===== config.mk =====
export PLATFORM = sky130hd
export DESIGN_NAME = ps2_mouse_packet_decoder
export DESIGN_NICKNAME = d
export VERILOG_FILES = /design/src/design/ps2md_pkg.sv /design/src/design/ps2_mouse_packet_decoder.sv
export SDC_FILE = /design/constraint.sdc
export NUM_CORES = 1
export LEC_CHECK = 0
export BUFFER_PORTS_ARGS = -buffer_cell sky130_fd_sc_hd__buf_2
export CORE_MARGIN = 10
export CORE_UTILIZATION = 63
export DETAILED_ROUTE_END_ITERATION = 10
export PLACE_DENSITY = 0.87
export SYNTH_ARGS = -nofsm -noshare
export SYNTH_HDL_FRONTEND = slang
export SYNTH_SLANG_ARGS = --single-unit

===== constraint.sdc =====
create_clock -name clk -period 10.48 [get_ports clk]
set_clock_uncertainty 0.15 [all_clocks]
set_input_delay 2.096 -clock clk [delete_from_list [all_inputs] [get_ports clk]]
set_output_delay 2.096 -clock clk [all_outputs]
set_load 0.02 [all_outputs]

===== src/design/ps2md_pkg.sv =====
// Package for the PS/2 mouse packet decoder: status and header bit positions,
// field widths and the packet byte position type. No dependencies.
`default_nettype none

package ps2md_pkg;

    localparam int STATUS_READY_BIT = 0;
    localparam int STATUS_AUX_BIT   = 5;

    localparam int HDR_SYNC_BIT  = 3;
    localparam int HDR_XSIGN_BIT = 4;
    localparam int HDR_YSIGN_BIT = 5;

    localparam int BYTE_W   = 8;
    localparam int MOVE_X_W = 7;
    localparam int MOVE_Y_W = 6;

    // 9-bit movement plus a remainder of SHIFT+1 bits, with sign
    localparam int SUM_W = 10;

    typedef enum logic [1:0] {
        POS_HEADER = 2'd0,
        POS_X      = 2'd1,
        POS_Y      = 2'd2
    } byte_pos_t;

endpackage

`default_nettype wire


===== src/design/ps2_mouse_packet_decoder.sv =====
// PS/2 mouse three-byte packet decoder with scaled cursor moves.
// Depends on ps2md_pkg (bit positions, widths, byte position type).
//
//   channel | signals                         | direction
//   --------+---------------------------------+----------
//   request | req_valid req_ready port_status | in
//           | data_byte                       |
//   move    | move_valid move_ready move_x    | out
//           | move_y                          |
//
// One request per cycle unless a move is held by a stalled move output.
// The request register feeds one pass of packet and divide logic into the
// move register; requests that make no move pass even while move stalls.
// Reset clears both valid flags, packet position, header, X byte and both remainders.
`default_nettype none

module ps2_mouse_packet_decoder
    import ps2md_pkg::*;
#(
    parameter int X_SHIFT = 3,
    parameter int Y_SHIFT = 4
) (
    input  wire logic                        clk,
    input  wire logic                        rst_n,
    input  wire logic                        req_valid,
    output logic                             req_ready,
    input  wire logic [BYTE_W-1:0]           port_status,
    input  wire logic [BYTE_W-1:0]           data_byte,
    output logic                             move_valid,
    input  wire logic                        move_ready,
    output logic signed [MOVE_X_W-1:0]       move_x,
    output logic signed [MOVE_Y_W-1:0]       move_y
);

    localparam int XR_W = X_SHIFT + 1;
    localparam int YR_W = Y_SHIFT + 1;

    localparam logic signed [SUM_W-1:0] X_BIAS = SUM_W'((1 << X_SHIFT) - 1);
    localparam logic signed [SUM_W-1:0] Y_BIAS = SUM_W'((1 << Y_SHIFT) - 1);
    localparam logic signed [SUM_W-1:0] X_MIN  = SUM_W'(-(2 ** (MOVE_X_W - 1)));
    localparam logic signed [SUM_W-1:0] X_MAX  = SUM_W'((2 ** (MOVE_X_W - 1)) - 1);
    localparam logic signed [SUM_W-1:0] Y_MIN  = SUM_W'(-(2 ** (MOVE_Y_W - 1)));
    localparam logic signed [SUM_W-1:0] Y_MAX  = SUM_W'((2 ** (MOVE_Y_W - 1)) - 1);

    logic                      stage_valid_reg;
    logic [BYTE_W-1:0]         stage_status_reg;
    logic [BYTE_W-1:0]         stage_data_reg;

    byte_pos_t                 pos_reg, pos_next;
    logic [BYTE_W-1:0]         header_reg, header_next;
    logic [BYTE_W-1:0]         x_byte_reg, x_byte_next;
    logic signed [XR_W-1:0]    x_rem_reg, x_rem_next;
    logic signed [YR_W-1:0]    y_rem_reg, y_rem_next;

    logic                      move_valid_reg;
    logic signed [MOVE_X_W-1:0] move_x_reg;
    logic signed [MOVE_Y_W-1:0] move_y_reg;

    logic                      byte_used;
    logic                      packet_done;
    logic                      produce;
    logic                      out_free;
    logic                      advance;

    logic signed [SUM_W-1:0]   dx, dy, sx, sy, qx, qy, nqy, rx, ry, sat_x, sat_y;

    assign byte_used = stage_status_reg[STATUS_READY_BIT] && stage_status_reg[STATUS_AUX_BIT];
    assign out_free  = !move_valid_reg || move_ready;
    assign advance   = stage_valid_reg && (!produce || out_free);
    assign req_ready = !stage_valid_reg || advance;

    // movement arithmetic for the third packet byte
    always_comb
    begin
        dx  = {{(SUM_W - BYTE_W){header_reg[HDR_XSIGN_BIT]}}, x_byte_reg};
        dy  = {{(SUM_W - BYTE_W){header_reg[HDR_YSIGN_BIT]}}, stage_data_reg};
        sx  = dx + SUM_W'(x_rem_reg);
        sy  = dy + SUM_W'(y_rem_reg);
        qx  = (sx + (sx[SUM_W-1] ? X_BIAS : SUM_W'(0))) >>> X_SHIFT;
        qy  = (sy + (sy[SUM_W-1] ? Y_BIAS : SUM_W'(0))) >>> Y_SHIFT;
        rx  = sx - (qx <<< X_SHIFT);
        ry  = sy - (qy <<< Y_SHIFT);
        nqy = -qy;
        sat_x = (qx < X_MIN) ? X_MIN : ((qx > X_MAX) ? X_MAX : qx);
        sat_y = (nqy < Y_MIN) ? Y_MIN : ((nqy > Y_MAX) ? Y_MAX : nqy);
    end

    always_comb
    begin
        pos_next    = pos_reg;
        header_next = header_reg;
        x_byte_next = x_byte_reg;
        x_rem_next  = x_rem_reg;
        y_rem_next  = y_rem_reg;
        packet_done = 1'b0;
        if (byte_used)
        begin
            unique case (pos_reg)
                POS_HEADER:
                begin
                    if (stage_data_reg[HDR_SYNC_BIT])
                    begin
                        header_next = stage_data_reg;
                        pos_next    = POS_X;
                    end
                end
                POS_X:
                begin
                    x_byte_next = stage_data_reg;
                    pos_next    = POS_Y;
                end
                default:
                begin
                    packet_done = 1'b1;
                    pos_next    = POS_HEADER;
                    x_rem_next  = rx[XR_W-1:0];
                    y_rem_next  = ry[YR_W-1:0];
                end
            endcase
        end
        produce = packet_done && ((qx != '0) || (qy != '0));
    end

    always_ff @(posedge clk or negedge rst_n)
    begin
        if (!rst_n)
        begin
            stage_valid_reg <= 1'b0;
        end
        else if (req_ready)
        begin
            stage_valid_reg <= req_valid;
        end
    end

    always_ff @(posedge clk)
    begin
        if (req_ready && req_valid)
        begin
            stage_status_reg <= port_status;
            stage_data_reg   <= data_byte;
        end
    end

    always_ff @(posedge clk or negedge rst_n)
    begin
        if (!rst_n)
        begin
            pos_reg    <= POS_HEADER;
            header_reg <= '0;
            x_byte_reg <= '0;
            x_rem_reg  <= '0;
            y_rem_reg  <= '0;
        end
        else if (advance)
        begin
            pos_reg    <= pos_next;
            header_reg <= header_next;
            x_byte_reg <= x_byte_next;
            x_rem_reg  <= x_rem_next;
            y_rem_reg  <= y_rem_next;
        end
    end

    always_ff @(posedge clk or negedge rst_n)
    begin
        if (!rst_n)
        begin
            move_valid_reg <= 1'b0;
        end
        else if (out_free)
        begin
            move_valid_reg <= advance && produce;
        end
    end

    always_ff @(posedge clk)
    begin
        if (out_free && advance && produce)
        begin
            move_x_reg <= sat_x[MOVE_X_W-1:0];
            move_y_reg <= sat_y[MOVE_Y_W-1:0];
        end
    end

    assign move_valid = move_valid_reg;
    assign move_x     = move_x_reg;
    assign move_y     = move_y_reg;

`ifndef SYNTHESIS
    a_pos_range: assert property (@(posedge clk) disable iff (!rst_n)
        pos_reg != 2'd3)
        else $error("byte position left 0..2");

    a_move_nonzero: assert property (@(posedge clk) disable iff (!rst_n)
        move_valid_reg |-> (move_x_reg != '0 || move_y_reg != '0))
        else $error("zero move emitted");

    a_resync: assert property (@(posedge clk) disable iff (!rst_n)
        (advance && byte_used && pos_reg == POS_HEADER && !stage_data_reg[HDR_SYNC_BIT])
        |=> pos_reg == POS_HEADER)
        else $error("unsynchronized header byte accepted");

    a_stall_cause: assert property (@(posedge clk) disable iff (!rst_n)
        !req_ready |-> (stage_valid_reg && produce && move_valid_reg && !move_ready))
        else $error("request stalled without a blocked move");

    a_move_hold: assert property (@(posedge clk) disable iff (!rst_n)
        (move_valid_reg && !move_ready) |=> ($stable(move_x_reg) && $stable(move_y_reg)))
        else $error("stalled move changed");
`endif

endmodule

`default_nettype wire

==> impl_results.md <==
- Max Root-Sink Buffers: 2
- # setup viols final: 0
- Layout cell share with drive strength beyond 1: 19.6%
- Final nets: 359
- Crit path kind: reg2out
- First-pass GRT wire length: 10.3 mm
- Final TNS setup: 0 ns
- Area contributors post-synth: edfxtp_1 (23%), dfrtp_1 (19%), ha_1 (11%), mux2_2 (6.6%), xnor2_1 (4.6%)
- Synth-to-layout area growth: 9.56%
- Die X-Extent: 89.6 um
- Synth Net Count: 330
- Initial DRC count: 110
- Final hold vios: 0
- CTS tree: done
- Initial Util: 65.0%
- WL final: 6.03 mm
- Chip Height: 89.6 um
- Setup bufs post-CTS: 0
- Top Ports: 35
- Crit. End Element: primary output
- Most common cell in the netlist: ha_1
- Cell Area, Synth: 3050 um^2
- Max-slew headroom: 29.3%
- Post-route DRC: 0
- CP Max Fanout: 8
- Core area: 4690 um^2
- Arrival time worst endpoint: 5.57 ns
- Leading area contributor after synthesis: edfxtp_1
- Post-synth top cells: ha_1 (26), dfrtp_1 (23), edfxtp_1 (23)
- Ys flop type: edfxtp_1
- Tcrit/Tclk final: 74.6%
- Ys Warns: 0
- DRT Pass-1 Iters: 5
- Dpl ws: 3.13 ns
- Post-detailed-placement half-perimeter wirelength: 4.71 mm
- Min Tclk post-route: 7.82 ns
- Seq/Total Area, Yosys: 41.5%
- Setup WS post-layout: 2.66 ns
- Total of max-cap violations: 0
- Diode count: 0
- Routed Antenna Nets: 0
- Required time worst endpoint: 8.23 ns
- Post-CTS resize count: 0
- TritonCTS Sinks: 46
- Die area: 8020 um^2
- Gr usage total: 16.2%
- Vias: 2293
- Largest net degree at the start of global routing: 24
- Quantity of I/O buffers inserted on ports: 28
- Post-CTS Hold Buffers: 0
- Yosys top cell area share: 22.7%
- FF+latch count, synth: 46
- Synth Area per Inst: 10.8 um^2
- Unrepaired setup endpoints after global routing: false
- Num CTS Buffers: 5
- FMAX: 128 MHz
- Run status: complete, no violations
- Number of enable flip-flop cells after synthesis: 23
- Grt ovf: 0
- Vias per std cell: 6.27
- Number of antenna violations at the first check in global routing: 0
- Rows: 25
- Vias in the first global route: 2259
- CTS root buf: clkbuf_8
- Actual slew at the worst max-slew pin: 1.06 ns
- Worst skew pair latency: 0.31 ns
- Final slew viol count: 0
- Clock transition at the registers of the reported paths: 0.08 ns
- CTS HTree Levels: 2
- Routability cong.: 0.894
- Synth unique cells: 55
- Hold crit path type: reg2reg
- Startpoint Class: flip-flop
- Drt wl/cell: 16.5 um
- Cell count after synthesis: 282
- Post-synthesis async set-or-reset flop share: 50.0%
==> cell families (layout without fill, tap and decap cells) <==
logic type | Yosys count | after routing | synth area share, %
buf+inv | 17 | 47 | 2.13
xor+xnor | 27 | 27 | 7.76
simple gates | 77 | 77 | 13.5
mux | 20 | 20 | 7.30
fa+ha+maj | 28 | 28 | 12.0
compound gates | 67 | 67 | 15.8
flops | 46 | 46 | 41.5
==> per-stage QoR <==
step	instances	hold slack (ns)	util, %	instance area (um^2)
global placement	358	0.344	68.9	3230
floorplan	282	0.335	-	3050
global route	366	0.397	71.2	3340
CTS	366	0.376	71.2	3340
detailed placement	358	0.353	68.9	3230
finish	366	0.374	71.2	3340
==> worst max-delay path: stages (launching register included) <==
cell and delay (ns):
dfrtp_1 0.45, ha_1 0.42, a21o_1 0.19, a2111oi_0 0.43, a21oi_1 0.19, nor2_1 0.47, ha_1 0.28, o2111ai_1 0.16
o31ai_2 0.48, and3_1 0.37, and4b_1 0.29, xnor2_1 0.08, ha_1 0.23, and2_1 0.14, o2111ai_1 0.07, nor4_1 0.07
a2bb2oi_1 0.52, nand4_1 0.22, buf_2 0.21
==> cell type report <==
| type | count | area (um^2) |
|---|---|---|
| clock buffers | 6 | 93.8 |
| clock inverters | 2 | 13.8 |
| fillers | 307 | 1350 |
| inverters | 11 | 41.3 |
| multi-input cells | 219 | 1720 |
| flip-flops and latches | 46 | 1270 |
| well taps | 54 | 67.6 |
| repair buffers | 28 | 140 |
==> metal layers <==
metal | part of all wire [%] | vias to the layer above | GRT usage (%)
met5 | 0 | - | 0
met3 | 7.5 | 8 | 4.15
met4 | 1.6 | 0 | 5.49
met2 | 49 | 66 | 28.0
li1 | - | 1119 | -
met1 | 42 | 1100 | 19.2
==> cell usage in the layout (no fill, tap or decap), types with 3 or more instances in the layout <==
cell type,Yosys,final
buf_2,1,28
ha_1,26,26
dfrtp_1,23,23
edfxtp_1,23,23
nor2_1,21,21
a21oi_1,18,18
mux2_2,18,18
xnor2_1,16,16
inv_1,11,11
o21ai_0,11,11
nand2_1,11,11
xor2_1,11,11
a21o_1,8,8
nand3_1,8,8
nor3_1,6,6
clkbuf_8,0,5
and2_1,4,4
nand4_1,3,3
nor2b_1,3,3
nor4_1,3,3
o2111ai_1,3,3
o21a_1,3,3
nand2b_1,3,3
a21boi_0,3,3
==> final timing paths <==
check	from	cells after the start	endpoint	slack, ns
max	y_rem_reg[4]$_DFFE_PN0P_	18	req_ready	2.66
max reg2reg	y_rem_reg[4]$_DFFE_PN0P_	18	move_y[2]$_SDFFCE_PP0P_	4.10
min	y_rem_reg[2]$_DFFE_PN0P_	1	y_rem_reg[2]$_DFFE_PN0P_	0.37
min reg2reg	y_rem_reg[2]$_DFFE_PN0P_	1	y_rem_reg[2]$_DFFE_PN0P_	0.37
min in group asynchronous	rst_n	1	x_rem_reg[1]$_DFFE_PN0P_	1.59
max in group asynchronous	rst_n	1	y_rem_reg[3]$_DFFE_PN0P_	8.23
Power is left out: the tool's default activity adds up to more than one toggle a clock period on the data nets, which glitch-free logic cannot reach.
